File: src/rtl/jsu_pkg.sv
// Shared types and result codes for the JSON string unescaper.
package jsu_pkg;

  localparam int QDEPTH = 4;
  localparam int QPTR_W = $clog2(QDEPTH);
  localparam int CP_W   = 21;

  localparam logic [3:0] KIND_BYTE       = 4'd0;
  localparam logic [3:0] KIND_DONE       = 4'd1;
  localparam logic [3:0] KIND_UNTERM     = 4'd2;
  localparam logic [3:0] KIND_CTRL       = 4'd3;
  localparam logic [3:0] KIND_BADESC     = 4'd4;
  localparam logic [3:0] KIND_UNTERM_HEX = 4'd5;
  localparam logic [3:0] KIND_BADHEX     = 4'd6;
  localparam logic [3:0] KIND_LONE       = 4'd7;
  localparam logic [3:0] KIND_BADPAIR    = 4'd8;
  localparam logic [3:0] KIND_NOTSTR     = 4'd9;

  typedef struct packed {
    logic [7:0] text_byte;
    logic       text_end;
  } jsu_item_t;

  typedef struct packed {
    logic [7:0] out_byte;
    logic [3:0] result_kind;
    logic       last_of_run;
  } jsu_result_t;

  // One job per input that causes results: either a single beat
  // (a raw byte or a status kind) or a code point to encode as UTF-8.
  typedef struct packed {
    logic            utf8;
    logic [3:0]      kind;
    logic [CP_W-1:0] data;
  } jsu_job_t;

endpackage

File: src/rtl/json_string_unescape.sv
// Top level of the JSON string literal decoder with UTF-8 output.
// A result beat passes the job queue and then the output register before it is visible.
// Throughput: one input byte per cycle while the queue has room; the expander sends
// one beat per cycle unless stalled; a \u escape of two to four UTF-8 bytes holds it as long.
// A four-entry job queue lets the parser run ahead of the expander.
// Reset is synchronous; it empties the queue and the output and returns to idle.
module json_string_unescape import jsu_pkg::*; (
  input  logic        clk,
  input  logic        rst,
  input  logic        push,
  output logic        full,
  input  jsu_item_t   item,
  input  logic        pop,
  output logic        empty,
  output jsu_result_t result
);

  logic     accept;
  logic     job_valid;
  jsu_job_t job;
  jsu_job_t head;
  logic     q_empty;
  logic     q_pop;

  assign accept = push && !full;

  jsu_front u_front (
    .clk       (clk),
    .rst       (rst),
    .accept    (accept),
    .item      (item),
    .job_valid (job_valid),
    .job       (job)
  );

  jsu_fifo u_fifo (
    .clk      (clk),
    .rst      (rst),
    .push     (accept && job_valid),
    .push_job (job),
    .pop      (q_pop),
    .head     (head),
    .full     (full),
    .empty    (q_empty)
  );

  jsu_back u_back (
    .clk     (clk),
    .rst     (rst),
    .head    (head),
    .q_empty (q_empty),
    .q_pop   (q_pop),
    .pop     (pop),
    .empty   (empty),
    .result  (result)
  );

endmodule

File: src/rtl/jsu_front.sv
// Front end: parses input bytes and turns each one into at most one job.
module jsu_front import jsu_pkg::*; (
  input  logic      clk,
  input  logic      rst,
  input  logic      accept,
  input  jsu_item_t item,
  output logic      job_valid,
  output jsu_job_t  job
);

  localparam logic [2:0] PH_IDLE     = 3'd0;
  localparam logic [2:0] PH_STR      = 3'd1;
  localparam logic [2:0] PH_ESC      = 3'd2;
  localparam logic [2:0] PH_HEX_A    = 3'd3;
  localparam logic [2:0] PH_WANT_BSL = 3'd4;
  localparam logic [2:0] PH_WANT_U   = 3'd5;
  localparam logic [2:0] PH_HEX_B    = 3'd6;

  localparam logic [7:0] CH_QUOTE = 8'h22;
  localparam logic [7:0] CH_BSL   = 8'h5C;
  localparam logic [7:0] CH_U     = 8'h75;
  localparam logic [7:0] CH_SLASH = 8'h2F;
  localparam logic [7:0] CH_LC_B  = 8'h62;
  localparam logic [7:0] CH_LC_F  = 8'h66;
  localparam logic [7:0] CH_LC_N  = 8'h6E;
  localparam logic [7:0] CH_LC_R  = 8'h72;
  localparam logic [7:0] CH_LC_T  = 8'h74;
  localparam logic [7:0] CH_BS    = 8'h08;
  localparam logic [7:0] CH_FF    = 8'h0C;
  localparam logic [7:0] CH_LF    = 8'h0A;
  localparam logic [7:0] CH_CR    = 8'h0D;
  localparam logic [7:0] CH_TAB   = 8'h09;

  logic [2:0]  phase, phase_next;
  logic [1:0]  hex_count, hex_count_next;
  logic [15:0] code_accum, code_accum_next;
  logic [9:0]  high_half, high_half_next;

  logic [7:0]  c;
  logic        hex_ok;
  logic [3:0]  hex_digit;
  logic [15:0] acc_new;
  logic [10:0] plane;

  assign c       = item.text_byte;
  assign acc_new = {code_accum[11:0], hex_digit};
  assign plane   = {1'b0, high_half} + 11'd64;

  always_comb begin
    hex_ok    = 1'b1;
    hex_digit = 4'd0;
    if (c >= 8'h30 && c <= 8'h39) begin
      hex_digit = 4'(c - 8'h30);
    end else if (c >= 8'h61 && c <= 8'h66) begin
      hex_digit = 4'(c - 8'h57);
    end else if (c >= 8'h41 && c <= 8'h46) begin
      hex_digit = 4'(c - 8'h37);
    end else begin
      hex_ok = 1'b0;
    end
  end

  always_comb begin
    phase_next      = phase;
    hex_count_next  = hex_count;
    code_accum_next = code_accum;
    high_half_next  = high_half;
    job_valid       = 1'b0;
    job.utf8        = 1'b0;
    job.kind        = KIND_BYTE;
    job.data        = '0;
    unique case (phase) inside
      PH_IDLE: begin
        if (!item.text_end) begin
          if (c == CH_QUOTE) begin
            phase_next = PH_STR;
          end else begin
            job_valid = 1'b1;
            job.kind  = KIND_NOTSTR;
          end
        end
      end
      PH_STR: begin
        job_valid = 1'b1;
        if (item.text_end) begin
          job.kind   = KIND_UNTERM;
          phase_next = PH_IDLE;
        end else if (c == CH_QUOTE) begin
          job.kind   = KIND_DONE;
          phase_next = PH_IDLE;
        end else if (c < 8'h20) begin
          job.kind   = KIND_CTRL;
          phase_next = PH_IDLE;
        end else if (c == CH_BSL) begin
          job_valid  = 1'b0;
          phase_next = PH_ESC;
        end else begin
          job.data = CP_W'(c);
        end
      end
      PH_ESC: begin
        job_valid  = 1'b1;
        phase_next = PH_STR;
        if (item.text_end) begin
          job.kind   = KIND_UNTERM;
          phase_next = PH_IDLE;
        end else begin
          case (c) inside
            CH_QUOTE, CH_BSL, CH_SLASH: job.data = CP_W'(c);
            CH_LC_B: job.data = CP_W'(CH_BS);
            CH_LC_F: job.data = CP_W'(CH_FF);
            CH_LC_N: job.data = CP_W'(CH_LF);
            CH_LC_R: job.data = CP_W'(CH_CR);
            CH_LC_T: job.data = CP_W'(CH_TAB);
            CH_U: begin
              job_valid       = 1'b0;
              phase_next      = PH_HEX_A;
              hex_count_next  = 2'd0;
              code_accum_next = '0;
            end
            default: begin
              job.kind   = KIND_BADESC;
              phase_next = PH_IDLE;
            end
          endcase
        end
      end
      PH_HEX_A, PH_HEX_B: begin
        if (item.text_end) begin
          job_valid  = 1'b1;
          job.kind   = KIND_UNTERM_HEX;
          phase_next = PH_IDLE;
        end else if (!hex_ok) begin
          job_valid  = 1'b1;
          job.kind   = KIND_BADHEX;
          phase_next = PH_IDLE;
        end else begin
          code_accum_next = acc_new;
          if (hex_count != 2'd3) begin
            hex_count_next = hex_count + 2'd1;
          end else begin
            hex_count_next = 2'd0;
            if (phase == PH_HEX_A) begin
              if (acc_new[15:10] == 6'b110110) begin
                high_half_next = acc_new[9:0];
                phase_next     = PH_WANT_BSL;
              end else if (acc_new[15:10] == 6'b110111) begin
                job_valid  = 1'b1;
                job.kind   = KIND_LONE;
                phase_next = PH_IDLE;
              end else begin
                job_valid  = 1'b1;
                job.utf8   = 1'b1;
                job.data   = CP_W'(acc_new);
                phase_next = PH_STR;
              end
            end else begin
              job_valid = 1'b1;
              if (acc_new[15:10] != 6'b110111) begin
                job.kind   = KIND_BADPAIR;
                phase_next = PH_IDLE;
              end else begin
                job.utf8   = 1'b1;
                job.data   = {plane, acc_new[9:0]};
                phase_next = PH_STR;
              end
            end
          end
        end
      end
      PH_WANT_BSL: begin
        if (item.text_end || c != CH_BSL) begin
          job_valid  = 1'b1;
          job.kind   = KIND_LONE;
          phase_next = PH_IDLE;
        end else begin
          phase_next = PH_WANT_U;
        end
      end
      PH_WANT_U: begin
        if (item.text_end || c != CH_U) begin
          job_valid  = 1'b1;
          job.kind   = KIND_LONE;
          phase_next = PH_IDLE;
        end else begin
          phase_next      = PH_HEX_B;
          hex_count_next  = 2'd0;
          code_accum_next = '0;
        end
      end
      default: begin
        phase_next = PH_IDLE;
      end
    endcase
  end

  always_ff @(posedge clk) begin
    if (rst) begin
      phase      <= PH_IDLE;
      hex_count  <= 2'd0;
      code_accum <= '0;
      high_half  <= '0;
    end else if (accept) begin
      phase      <= phase_next;
      hex_count  <= hex_count_next;
      code_accum <= code_accum_next;
      high_half  <= high_half_next;
    end
  end

endmodule

File: src/rtl/jsu_fifo.sv
// Short job queue between the parser and the byte expander.
module jsu_fifo import jsu_pkg::*; (
  input  logic     clk,
  input  logic     rst,
  input  logic     push,
  input  jsu_job_t push_job,
  input  logic     pop,
  output jsu_job_t head,
  output logic     full,
  output logic     empty
);

  jsu_job_t          slots [QDEPTH];
  logic [QPTR_W-1:0] wr_ptr;
  logic [QPTR_W-1:0] rd_ptr;
  logic [QPTR_W:0]   count;
  logic              do_push;
  logic              do_pop;

  assign full    = (count == (QPTR_W+1)'(QDEPTH));
  assign empty   = (count == '0);
  assign head    = slots[rd_ptr];
  assign do_push = push && !full;
  assign do_pop  = pop && !empty;

  always_ff @(posedge clk) begin
    if (do_push) begin
      slots[wr_ptr] <= push_job;
    end
  end

  always_ff @(posedge clk) begin
    if (rst) begin
      wr_ptr <= '0;
      rd_ptr <= '0;
      count  <= '0;
    end else begin
      if (do_push) begin
        wr_ptr <= wr_ptr + QPTR_W'(1);
      end
      if (do_pop) begin
        rd_ptr <= rd_ptr + QPTR_W'(1);
      end
      if (do_push && !do_pop) begin
        count <= count + (QPTR_W+1)'(1);
      end else if (do_pop && !do_push) begin
        count <= count - (QPTR_W+1)'(1);
      end
    end
  end

endmodule

File: src/rtl/jsu_back.sv
// Back end: expands queued jobs into result beats behind an output register.
module jsu_back import jsu_pkg::*; (
  input  logic        clk,
  input  logic        rst,
  input  jsu_job_t    head,
  input  logic        q_empty,
  output logic        q_pop,
  input  logic        pop,
  output logic        empty,
  output jsu_result_t result
);

  logic        out_valid;
  logic [1:0]  idx;
  logic [1:0]  last_idx;
  logic [1:0]  rem;
  logic        load;
  logic        advance;
  logic        at_last;
  jsu_result_t beat;
  logic [5:0]  cont;
  logic [CP_W-1:0] cp;

  assign cp = head.data;

  always_comb begin
    if (!head.utf8 || cp < CP_W'(21'h80)) begin
      last_idx = 2'd0;
    end else if (cp < CP_W'(21'h800)) begin
      last_idx = 2'd1;
    end else if (cp < CP_W'(21'h10000)) begin
      last_idx = 2'd2;
    end else begin
      last_idx = 2'd3;
    end
  end

  assign rem     = last_idx - idx;
  assign at_last = (idx == last_idx);

  always_comb begin
    case (rem)
      2'd0:    cont = cp[5:0];
      2'd1:    cont = cp[11:6];
      2'd2:    cont = cp[17:12];
      default: cont = {3'b000, cp[20:18]};
    endcase
  end

  always_comb begin
    beat.result_kind = head.kind;
    beat.last_of_run = at_last;
    beat.out_byte    = cp[7:0];
    if (head.utf8) begin
      if (idx != 2'd0) begin
        beat.out_byte = {2'b10, cont};
      end else begin
        case (last_idx)
          2'd0:    beat.out_byte = {1'b0, cp[6:0]};
          2'd1:    beat.out_byte = {3'b110, cp[10:6]};
          2'd2:    beat.out_byte = {4'b1110, cp[15:12]};
          default: beat.out_byte = {5'b11110, cp[20:18]};
        endcase
      end
    end
  end

  assign empty   = !out_valid;
  assign load    = !out_valid || pop;
  assign advance = !q_empty && load;
  assign q_pop   = advance && at_last;

  always_ff @(posedge clk) begin
    if (advance) begin
      result <= beat;
    end
  end

  always_ff @(posedge clk) begin
    if (rst) begin
      out_valid <= 1'b0;
      idx       <= 2'd0;
    end else begin
      if (advance) begin
        out_valid <= 1'b1;
        idx       <= at_last ? 2'd0 : idx + 2'd1;
      end else if (pop) begin
        out_valid <= 1'b0;
      end
    end
  end

endmodule

File: config.mk
export PLATFORM = sky130hd
export DESIGN_NAME = json_string_unescape
export DESIGN_NICKNAME = d
export VERILOG_FILES = /design/src/rtl/jsu_pkg.sv /design/src/rtl/json_string_unescape.sv /design/src/rtl/jsu_front.sv /design/src/rtl/jsu_fifo.sv /design/src/rtl/jsu_back.sv
export SDC_FILE = /design/constraint.sdc
export NUM_CORES = 1
export LEC_CHECK = 0
export ABC_AREA = 1
export BUFFER_PORTS_ARGS = -buffer_cell sky130_fd_sc_hd__buf_4
export CORE_MARGIN = 2
export CORE_UTILIZATION = 50
export DETAILED_ROUTE_END_ITERATION = 16
export GPL_TIMING_DRIVEN = 0
export PLACE_DENSITY = 0.67
export SYNTH_ARGS = -nofsm -noshare
export SYNTH_HDL_FRONTEND = slang
export SYNTH_SLANG_ARGS = --single-unit
File: constraint.sdc
create_clock -name clk -period 4.1 [get_ports clk]
set_clock_uncertainty 0.2 [all_clocks]
set_input_delay 0.82 -clock clk [delete_from_list [all_inputs] [get_ports clk]]
set_output_delay 0.82 -clock clk [all_outputs]
set_load 0.05 [all_outputs]
== After elaboration in Yosys (flattened, before gate mapping) ==
Memories as Yosys holds them, arrays and structs flattened. A register that Yosys moved wholly into a read port is not among the register bits.
Index checks and enable logic that the tools add are counted.
Word-level totals
  register bits after elaboration: 50
  latch bits: 0
  RAM bits: 104
  memory bits (read-only): 0
  input port bits: 13
  output and inout bits: 15
  word-level logic and storage cells: 249
  memories: 1
Operators by class
  $add $sub $neg: 11
  $mul: 0
  divide/modulo/power cells: 0
  order comparisons: 10
  equality and inequality tests: 42
  shift-type cells: 0
  multiplexer cells: 137
  bitwise gates (word level): 2
  reduce and logical (&&, ||, !) cells: 34
Memory list
  u_fifo.slots: depth 4, width 26, read ports 1, clocked after Yosys merged registers in 1, write ports 1, RTL line jsu_fifo.sv:13  | jsu_job_t slots [QDEPTH];
Operator list (count)
  21-bit two-way mux: 11
  12-bit two-way mux: 11
  3-bit two-way mux: 27
  26-bit two-way mux: 3
  4-bit two-way mux: 17
  21-bit case mux with 3 select lines: 1
  8-bit by 7-bit equality test with 1-bit output, second input constant: 7
  2-bit two-way mux: 19
  1-bit two-way mux: 36
  12-bit case mux with 3 select lines: 1
  8-bit two-way mux: 4
  2-bit inequality test, second input constant: 13
  4-bit case mux with 6 select lines: 1
  8-bit case mux with 3 select lines: 1
  21-bit by 12-bit less-than comparator with 1-bit output, second input constant: 1
  21-bit by 17-bit less-than comparator with 1-bit output, second input constant: 1
  21-bit by 8-bit less-than comparator with 1-bit output, second input constant: 1
  3-bit case mux with 6 select lines: 1
  6-bit case mux with 3 select lines: 1
  8-bit by 6-bit equality test with 1-bit output, second input constant: 2
  8-bit by 7-bit >= comparator with 1-bit output, second input constant: 2
  8-bit by 7-bit <= comparator with 1-bit output, second input constant: 2
  16-bit two-way mux: 1
  8-bit by 7-bit inequality test with 1-bit output, second input constant: 2
  other kinds (36): 70

== Longest topological paths before layout ==
Gate-level depths: netlist (run 1).
  depth in word-level cells: 16
  gate-level depth with buffers: 27
  gate-level depth less buffers: 24

== Cells and area by module ==
From an unflattened synthesis (run 1), not the netlist that was laid out.
Second synthesis, totals
  cells, all modules: 868
  area total of the unflattened synthesis: 7841.3 µm²
By module, submodules not included
  jsu_fifo: instances 1, cells each 321, area each 4337.9 µm², sequential area each 3303.2 µm²
  jsu_front: instances 1, cells each 371, area each 2252.2 µm², sequential area each 540.5 µm²
  jsu_back: instances 1, cells each 171, area each 1227.4 µm², sequential area each 450.4 µm²
  json_string_unescape: instances 1, cells each 5, area each 23.8 µm², sequential area each 0.0 µm²

== Least setup slack after synthesis (run 1) ==
No wires, ideal clock.
  path type: input -> register
  from: in item[1] (netlist name)
  to: mem u_fifo.slots[0][0] (netlist name), enable pin
  setup time: 409 ps
  arrival time: 3213 ps
  data required time: 3491 ps
  slack: 278 ps
  stages on the path: 14
  path buffers: 1
  path through: inv_1 -> ha_1 -> inv_1 -> nand3_1 -> nand2_1 -> nand2_1 -> buf_4 -> nand4_1 -> nand3_1 -> o21ai_0 -> o21ai_1 -> nand2_1 -> nand2_1 -> nor2_1
Between the ends
  word-level cells in the longest chain between the ends: 14
  elaborated cells on any way between the ends: 50
  classes of those cells: 7 x order compare; 11 x eq/ne; 24 x mux; 8 x reduce/logical
Ends and longest elaborated chain
  start: declaration: RTL line json_string_unescape.sv:12  | input jsu_item_t item,
  8-bit by 7-bit equality test with 1-bit output (no source line)
  1-bit two-way mux (7 in series): RTL line jsu_front.sv:108  | case (c) inside
  1-bit two-way mux: RTL line jsu_front.sv:104  | if (item.text_end) begin
  1-bit case mux with 6 select lines *: RTL line jsu_front.sv:72  | unique case (phase) inside
  1-bit logical AND *: RTL line json_string_unescape.sv:39  | .push (accept && job_valid),
  1-bit logical AND *: RTL line jsu_fifo.sv:23  | assign do_push = push && !full;
  1-bit two-way mux *: RTL line jsu_fifo.sv:27  | if (do_push) begin
  1-bit two-way mux (implied by the code) *: RTL line jsu_fifo.sv:28  | slots[wr_ptr] <= push_job;
  end: declaration: RTL line jsu_fifo.sv:13
Mark *: on every way between the ends. The rest lies on a longest branch, timed or not.

==> impl_metrics.env, run 1 <==
export IMPL_synthArstFlopShare=0
export IMPL_yosysUniqueCellTypes=50
export IMPL_fin_crit_ns=3.84
export IMPL_gp_congestion=0.962
export IMPL_synth_seq_cells=156
export IMPL_timing_fmax_mhz=260
export IMPL_first_iter_violations=542
export IMPL_cts_sinks=156
export IMPL_stdcell_area_um2=8950
export IMPL_ir_drop_uv=358
export IMPL_hold_slack_ns=0.271
export IMPL_route_detailed_drc=0
export IMPL_hold_viol=0
export IMPL_grt_use_total=0.231
export IMPL_setup_viol_count_final=0
export IMPL_wire_per_inst_um=16.2
export IMPL_cts_max_level=4
export IMPL_power_density_nw_per_um2=648
export IMPL_syn_num_nets=892
export IMPL_start_kind="register"
export IMPL_die_area_um2=16700
export IMPL_via_per_inst=5.47
export IMPL_path_max_fanout=10
export IMPL_yosysSeqAreaShare=0.548
export IMPL_fp_dieH_um=129
export IMPL_fin_crit_sh=0.937
export IMPL_crit_arrival_ns=3.95
export IMPL_ys_warn_count=0
export IMPL_antenna_found_initial=0
export IMPL_internal_power_mw=3.51
export IMPL_switching_share=0.394
export IMPL_layout_setup_ws_ns=0.256
export IMPL_synthesis_area_um2=7830
export IMPL_postRouteAntennaNets=0
export IMPL_path_class="reg -> reg"
export IMPL_synth_top_area_cell="edfxtp_1"
export IMPL_cts_buffers=17
export IMPL_area_delta_synth_final_pct=14.3
export IMPL_finalMaxSlewViolations=0
export IMPL_core_um2=15300
export IMPL_outcome="finished, final reports clean"
export IMPL_final_core_util=0.586
export IMPL_placed_cell_area_um2=8340
export IMPL_clk_pin_slew_ns=0.07
export IMPL_synth_top_area_frac=0.449
export IMPL_slew_headroom=0.406
export IMPL_p_comb_frac=0.401
export IMPL_die_x_um=129
export IMPL_synth_area_leaders="edfxtp_1 45%, dfxtp_1 10%, nand2_1 9.2%"
export IMPL_synth_ff_type="edfxtp_1"
export IMPL_holdCritPathClass="reg -> reg"
export IMPL_finalWirelength_um=18400
export IMPL_netlist_instances=860
export IMPL_max_cap_violations=0
export IMPL_worstPathRequired_ns=4.21
export IMPL_place_ws_ns=0.0244
export IMPL_grt_pass1_wl_um=29100
export IMPL_synth_avg_cell_area_um2=9.10
export IMPL_clk_latency_ns=0.42
export IMPL_cts_tree="built"
export IMPL_cp_end_kind="register"
export IMPL_vias=6186
export IMPL_clockBufferDepth=2
export IMPL_cts_hold_fix_buffers=0
export IMPL_fillers=1340
export IMPL_ios=28
export IMPL_grt_max_degree=27
export IMPL_gr_total_overflow=0
export IMPL_firstDrtPassIters=5
export IMPL_ctsRootBufferMaster="clkbuf_16"
export IMPL_pwr_share_clk=0.263
export IMPL_synth_edf_count=117
export IMPL_sequentialPowerShare=0.336
export IMPL_tightestPinTransition_ns=0.888
export IMPL_port_buffers=27
export IMPL_p_switching_mw=2.28
export IMPL_hpwl_um=13200
export IMPL_finalNetCount=939
export IMPL_leakage_nw=3.46
export IMPL_initial_core_util=0.513
export IMPL_n_antenna_cell=0
export IMPL_drive_gt1_frac=0.132
export IMPL_grt_pass1_vias=5688
export IMPL_core_rowCount=45
export IMPL_rsz0062_at_grt="no"
-- per-stage QoR --
step	total power, mW	cells	setup TNS, ns
3_3_place_gp	4.24	1098	-109.94
3_5_place_dp	4.28	1099	0
5_1_grt	6.14	1131	0
2_1_floorplan	3.67	860	0
6_report	5.80	1131	0
4_1_cts	5.80	1131	0
-- kinds of logic (layout without fill, tap and decap cells) --
kind of cell               after synthesis  count (layout)  synth area share
xor gates and xnor gates                 2               2           0.00224
buffers and inverters                  132             192            0.0698
AOI/OAI and AO/OA                      150             150             0.113
and+or+nand+nor                        401             401             0.235
adders and majority gates               19              19            0.0313
DFF                                    156             156             0.548
-- what timing repair did --
item	4_1_cts	5_1_grt
resized for setup	0	5
setup buffers	0	0
endpoints found under the setup margin	0	2
-- synth_stat cells (all sizes together) (5+ instances only) --
| library cell | count |
|---|---|
| nor3 | 12 |
| ha | 18 |
| nand4 | 11 |
| edfxtp | 117 |
| inv | 98 |
| o21ai | 59 |
| a211oi | 10 |
| nand2 | 201 |
| a21oi | 46 |
| buf | 20 |
| nor2 | 83 |
| a32oi | 5 |
| dfxtp | 39 |
| a31oi | 5 |
| clkbuf | 11 |
| nand3 | 85 |
| o22ai | 7 |
-- power by group through the flow --
stage	Combinational [mW]	Sequential (mW)	Clock [mW]
after floorplan	1.44	2.23	0
after global placement	2.25	1.99	0
after detailed placement	2.30	1.98	0
after CTS	2.31	1.95	1.54
after global routing	2.56	1.97	1.62
final	2.32	1.95	1.53
-- layout by cell type, fill, tap and decap left out, types with 7 or more instances in the layout --
cell type and n:
clkbuf_16 18, nand3_1 82, edfxtp_1 117, a211oi_1 10
nor3_1 11, a21oi_1 43, nand4_1 10, nor2_4 8
inv_1 88, clkinvlp_4 7, o22ai_1 7, nand2_1 192
buf_4 30, dfxtp_1 38, inv_2 9, clkbuf_1 11
ha_1 18, buf_2 9, o21ai_0 56, nor2_1 70
-- worst paths after layout --
| kind | from | endpoint | slack, ns | depth (start not counted) |
|---|---|---|---|---|
| max | register | u_fifo.count[1]$_SDFFE_PP0P_ | 0.26 | 23 |
| min reg2reg | u_front.hex_count[1]$_SDFFE_PP0P_ | u_front.hex_count[1]$_SDFFE_PP0P_ | 0.27 | 2 |
| min | u_front.hex_count[1]$_SDFFE_PP0P_ | u_front.hex_count[1]$_SDFFE_PP0P_ | 0.27 | 2 |
| max reg2reg | register | u_fifo.count[1]$_SDFFE_PP0P_ | 0.26 | 23 |
-- per-layer routing --
metal / GRT usage / up-vias / part of all wire
li1: - / 3047 / -
met1: 0.309 / 2895 / 0.44
met2: 0.374 / 215 / 0.48
met3: 0.0491 / 29 / 0.056
met4: 0.0844 / 0 / 0.026
met5: 0 / - / 0
-- state kept, by name, summed over array words and instances (netlist names), named ones only --
register and cells:
u_fifo.slots 104, u_back.result 13, u_front.code_accum 12, u_front.high_half 10, u_fifo.count 3, u_front.phase 3, u_back.idx 2, u_fifo.rd_ptr 2
u_fifo.wr_ptr 2, u_front.hex_count 2, u_back.out_valid 1
-- area by class of cell --
class                      instances  area, µm²  share of cell area
buffer                            31        173              0.0193
sequential                       156       4300               0.480
timing repair buffer              28        214              0.0239
multi-input combinational        572       3030               0.338
inverter                         101        382              0.0427
tap                              211        264              0.0295
clock inverter                    12        114              0.0127
clock buffer                      20        478              0.0534
-- worst max-delay path: stages, from the launching register on --
cell	delay [ns]
dfxtp_1	0.33
buf_6	0.14
inv_4	0.06
buf_6	0.14
nand2_1	0.06
nand3_1	0.06
nand2_1	0.16
nand2_1	0.10
inv_2	0.06
nand2_2	0.06
nor2_4	0.15
a21oi_1	0.10
nor2_2	0.16
inv_1	0.11
ha_1	0.28
clkbuf_4	0.20
inv_1	0.11
nor2_4	0.12
nand2_2	0.13
ha_1	0.26
inv_1	0.10
fa_1	0.42
o21ai_0	0.16
a21oi_1	0.06
Note: power is estimated with default switching activity, not from simulation.
==> run 2: changes to the inputs <==
- ABC_AREA: 1 -> default
- clock period: 4.1 -> 4.8 ns (I/O delays scaled with it)
==> run 2 against run 1 <==
Sequential cell count stayed put. Via count decreased by 14%. Area after synthesis is 2.3% lower. Combinational power decreased by 41%. Fmax is 14% lower.
==> impl_metrics.env, run 2 <==
export IMPL_switching_share=0.321
export IMPL_grt_max_degree=27
export IMPL_stdcell_area_um2=8690
export IMPL_via_per_inst=6.17
export IMPL_first_iter_violations=410
export IMPL_initial_core_util=0.507
export IMPL_postRouteAntennaNets=0
export IMPL_hold_viol=0
export IMPL_netlist_instances=614
export IMPL_cts_tree="built"
export IMPL_antenna_found_initial=0
export IMPL_internal_power_mw=2.95
export IMPL_port_buffers=24
export IMPL_tightestPinTransition_ns=1.33
export IMPL_synth_most_common_cell="edfxtp_1"
export IMPL_clk_latency_ns=0.42
export IMPL_route_detailed_drc=0
export IMPL_core_um2=15100
export IMPL_fin_cells=858
export IMPL_finalWirelength_um=18100
export IMPL_grt_pass1_vias=5377
export IMPL_fin_crit_ns=4.50
export IMPL_fp_dieH_um=128
export IMPL_synth_avg_cell_area_um2=12.5
export IMPL_ios=28
export IMPL_power_density_nw_per_um2=500
export IMPL_setup_tns_ns=0
export IMPL_clk_pin_slew_ns=0.06
export IMPL_synth_area_leaders="edfxtp_1 46%, dfxtp_1 10%, mux4_2 6.2%"
export IMPL_synth_compound_area_frac=0.112
export IMPL_synthTopCellsByCount="117 x edfxtp_1, 56 x nor2_1, 39 x dfxtp_1"
export IMPL_synth_top_area_frac=0.459
export IMPL_synth_edf_count=117
export IMPL_ys_warn_count=0
export IMPL_muxShareOfSynthArea=0.114
export IMPL_final_common_cell="edfxtp_1"
export IMPL_crit_slowest_cell="mux4_1"
export IMPL_drive_gt1_frac=0.160
export IMPL_clockBufferDepth=2
export IMPL_grt_pass1_wl_um=29100
export IMPL_pwr_share_clk=0.304
export IMPL_hold_end="u_back.out_valid$_SDFFE_PP0P_"
export IMPL_n_antenna_cell=0
export IMPL_ctsRootBufferMaster="clkbuf_16"
export IMPL_wire_per_inst_um=21.1
export IMPL_outcome="finished, final reports clean"
export IMPL_vias=5298
export IMPL_postCtsSetupBuffers=0
export IMPL_reg_largest_list="u_fifo.slots: 104 flops, u_back.result: 13 flops, u_front.code_accum: 12 flops"
export IMPL_finalNetCount=689
export IMPL_synth_fa_ha_area_frac=0.0334
export IMPL_dp_cells=827
export IMPL_placed_cell_area_um2=8090
export IMPL_cts_sinks=156
export IMPL_worstPathRequired_ns=4.94
export IMPL_regMostFlops="u_fifo.slots"
export IMPL_start_kind="register"
export IMPL_ir_drop_uv=246
export IMPL_timing_fmax_mhz=222
export IMPL_hold_path_depth=2
export IMPL_final_core_util=0.576
export IMPL_syn_num_nets=646
export IMPL_synthesis_area_um2=7650
export IMPL_cts_buffers=17
export IMPL_worst_r2r_endpoint="u_fifo.count[2]$_SDFFE_PP0P_"
export IMPL_crit_arrival_ns=4.64
export IMPL_cts_max_level=4
export IMPL_area_delta_synth_final_pct=13.6
export IMPL_crit_chain="buf_6, buf_8, mux4_1, or4_1, nand3_1, nand3_1, nand2_1, ha_1, nand3_2, ha_1, inv_1, fa_1, xor2_1, or3_1, a21oi_1"
export IMPL_path_max_fanout=13
export IMPL_holdCritPathClass="reg -> reg"
export IMPL_critPathMaxStageDelay_ns=0.61
export IMPL_yosysSeqAreaShare=0.562
export IMPL_die_x_um=128
export IMPL_synth_top_family_by_area="simple AND/OR/NAND/NOR gates"
export IMPL_core_rowCount=45
export IMPL_rsz0062_at_grt="no"
export IMPL_max_cap_violations=0
export IMPL_gr_total_overflow=0
export IMPL_die_area_um2=16300
export IMPL_grt_use_total=0.235
export IMPL_fin_crit_sh=0.937
export IMPL_leakage_nw=3.03
export IMPL_slew_headroom=0.116
export IMPL_synthArstFlopShare=0
export IMPL_yosys_area_share_simple=0.126
export IMPL_p_switching_mw=1.39
export IMPL_firstDrtPassIters=5
export IMPL_largest_reg_flops=104
export IMPL_layout_common_cells="117 x edfxtp_1, 56 x nor2_1, 39 x dfxtp_1"
export IMPL_r2r_cells=15
export IMPL_setup_reg_to_reg_worst_slack_ns=0.30
export IMPL_synth_ff_type="edfxtp_1"
export IMPL_sequentialPowerShare=0.382
export IMPL_min_from="u_back.out_valid$_SDFFE_PP0P_"
export IMPL_p_comb_frac=0.314
export IMPL_hold_slack_ns=0.282
export IMPL_synthXorXnorAreaFrac=0.0124
export IMPL_hpwl_um=12700
export IMPL_synth_seq_cells=156
export IMPL_finalMaxSlewViolations=0
export IMPL_yosysUniqueCellTypes=69
export IMPL_path_class="reg -> reg"
export IMPL_synth_top_area_cell="edfxtp_1"
export IMPL_setup_viol_count_final=0
export IMPL_cp_end_kind="register"
export IMPL_gp_congestion=0.908
run 2: changes by cell type in the layout (fill, tap and decap cells not counted), moves of 10 or more:
cell	delta
o21ai_0	-18
nor2_1	-14
a211oi_1	-10
mux4_2	+21
nand2_1	-161
nand3_1	-64
inv_1	-65
mux2i_1	+18
run 2: kinds of logic after synthesis:
group | count (synthesis)
adders and majority gates | 20
DFF | 156
buffers and inverters | 60
AOI/OAI and AO/OA | 131
muxes | 50
and+or+nand+nor | 187
xor gates and xnor gates | 10
run 2: power by group through the flow:
stage,registers [mW],logic [mW],clock network (mW)
after floorplan,1.88,0.820,0
after global placement,1.68,1.34,0
after detailed placement,1.69,1.37,0
after CTS,1.66,1.37,1.34
after global routing,1.67,1.48,1.39
final,1.66,1.36,1.32
run 2: timing repair:
action,4_1_cts,5_1_grt
resized for setup,0,1
setup endpoints to repair,0,2
hold buffers,0,0
run 2: worst max path at each step:
stage                         from                            to  slack [ns]  cells past startpoint
after global placement     item[1]  u_fifo.slots[0][4]$_DFFE_PP_        0.01                     10
after floorplan           register  u_fifo.count[2]$_SDFFE_PP0P_        0.72                     16
after detailed placement   item[1]  u_fifo.slots[2][4]$_DFFE_PP_        0.03                     10
final                     register  u_fifo.count[2]$_SDFFE_PP0P_        0.30                     15
after global routing      register  u_fifo.count[2]$_SDFFE_PP0P_        0.03                     15
after CTS                 register  u_fifo.count[2]$_SDFFE_PP0P_        0.04                     16
run 2: per-stage QoR:
| step | power (mW) | setup slack [ns] |
|---|---|---|
| after floorplan | 2.70 | 0.723 |
| after global placement | 3.02 | 0.0149 |
| after detailed placement | 3.05 | 0.0285 |
| after CTS | 4.37 | 0.0437 |
| after global routing | 4.54 | 0.0332 |
| final | 4.34 | 0.305 |
run 2: critical path, delay by kind of cell (launching register included):
kind	cells	cell delay [ns]
xor+xnor	1	0.19
compound gates	1	0.16
flops	1	0.32
simple gates	6	1.45
fa+ha+maj	3	1.05
buf+inv	3	0.41
mux	1	0.61
run 2: layer usage:
layer,GRT usage,routed length (µm),up-vias
met3,0.0538,1020,29
li1,-,-,2462
met1,0.306,7780,2640
met4,0.0976,428,0
met2,0.383,8890,167
met5,0,0,-
run 2: layout make-up:
type	instances	area (µm²)
multi-input cells	398	3040
flip-flops and latches	156	4290
plain buffers	34	219
clock inverters	8	80.1
clock buffers	24	514
inverters	25	93.8
well taps	188	235
fillers	1230	6400
repair buffers	25	208
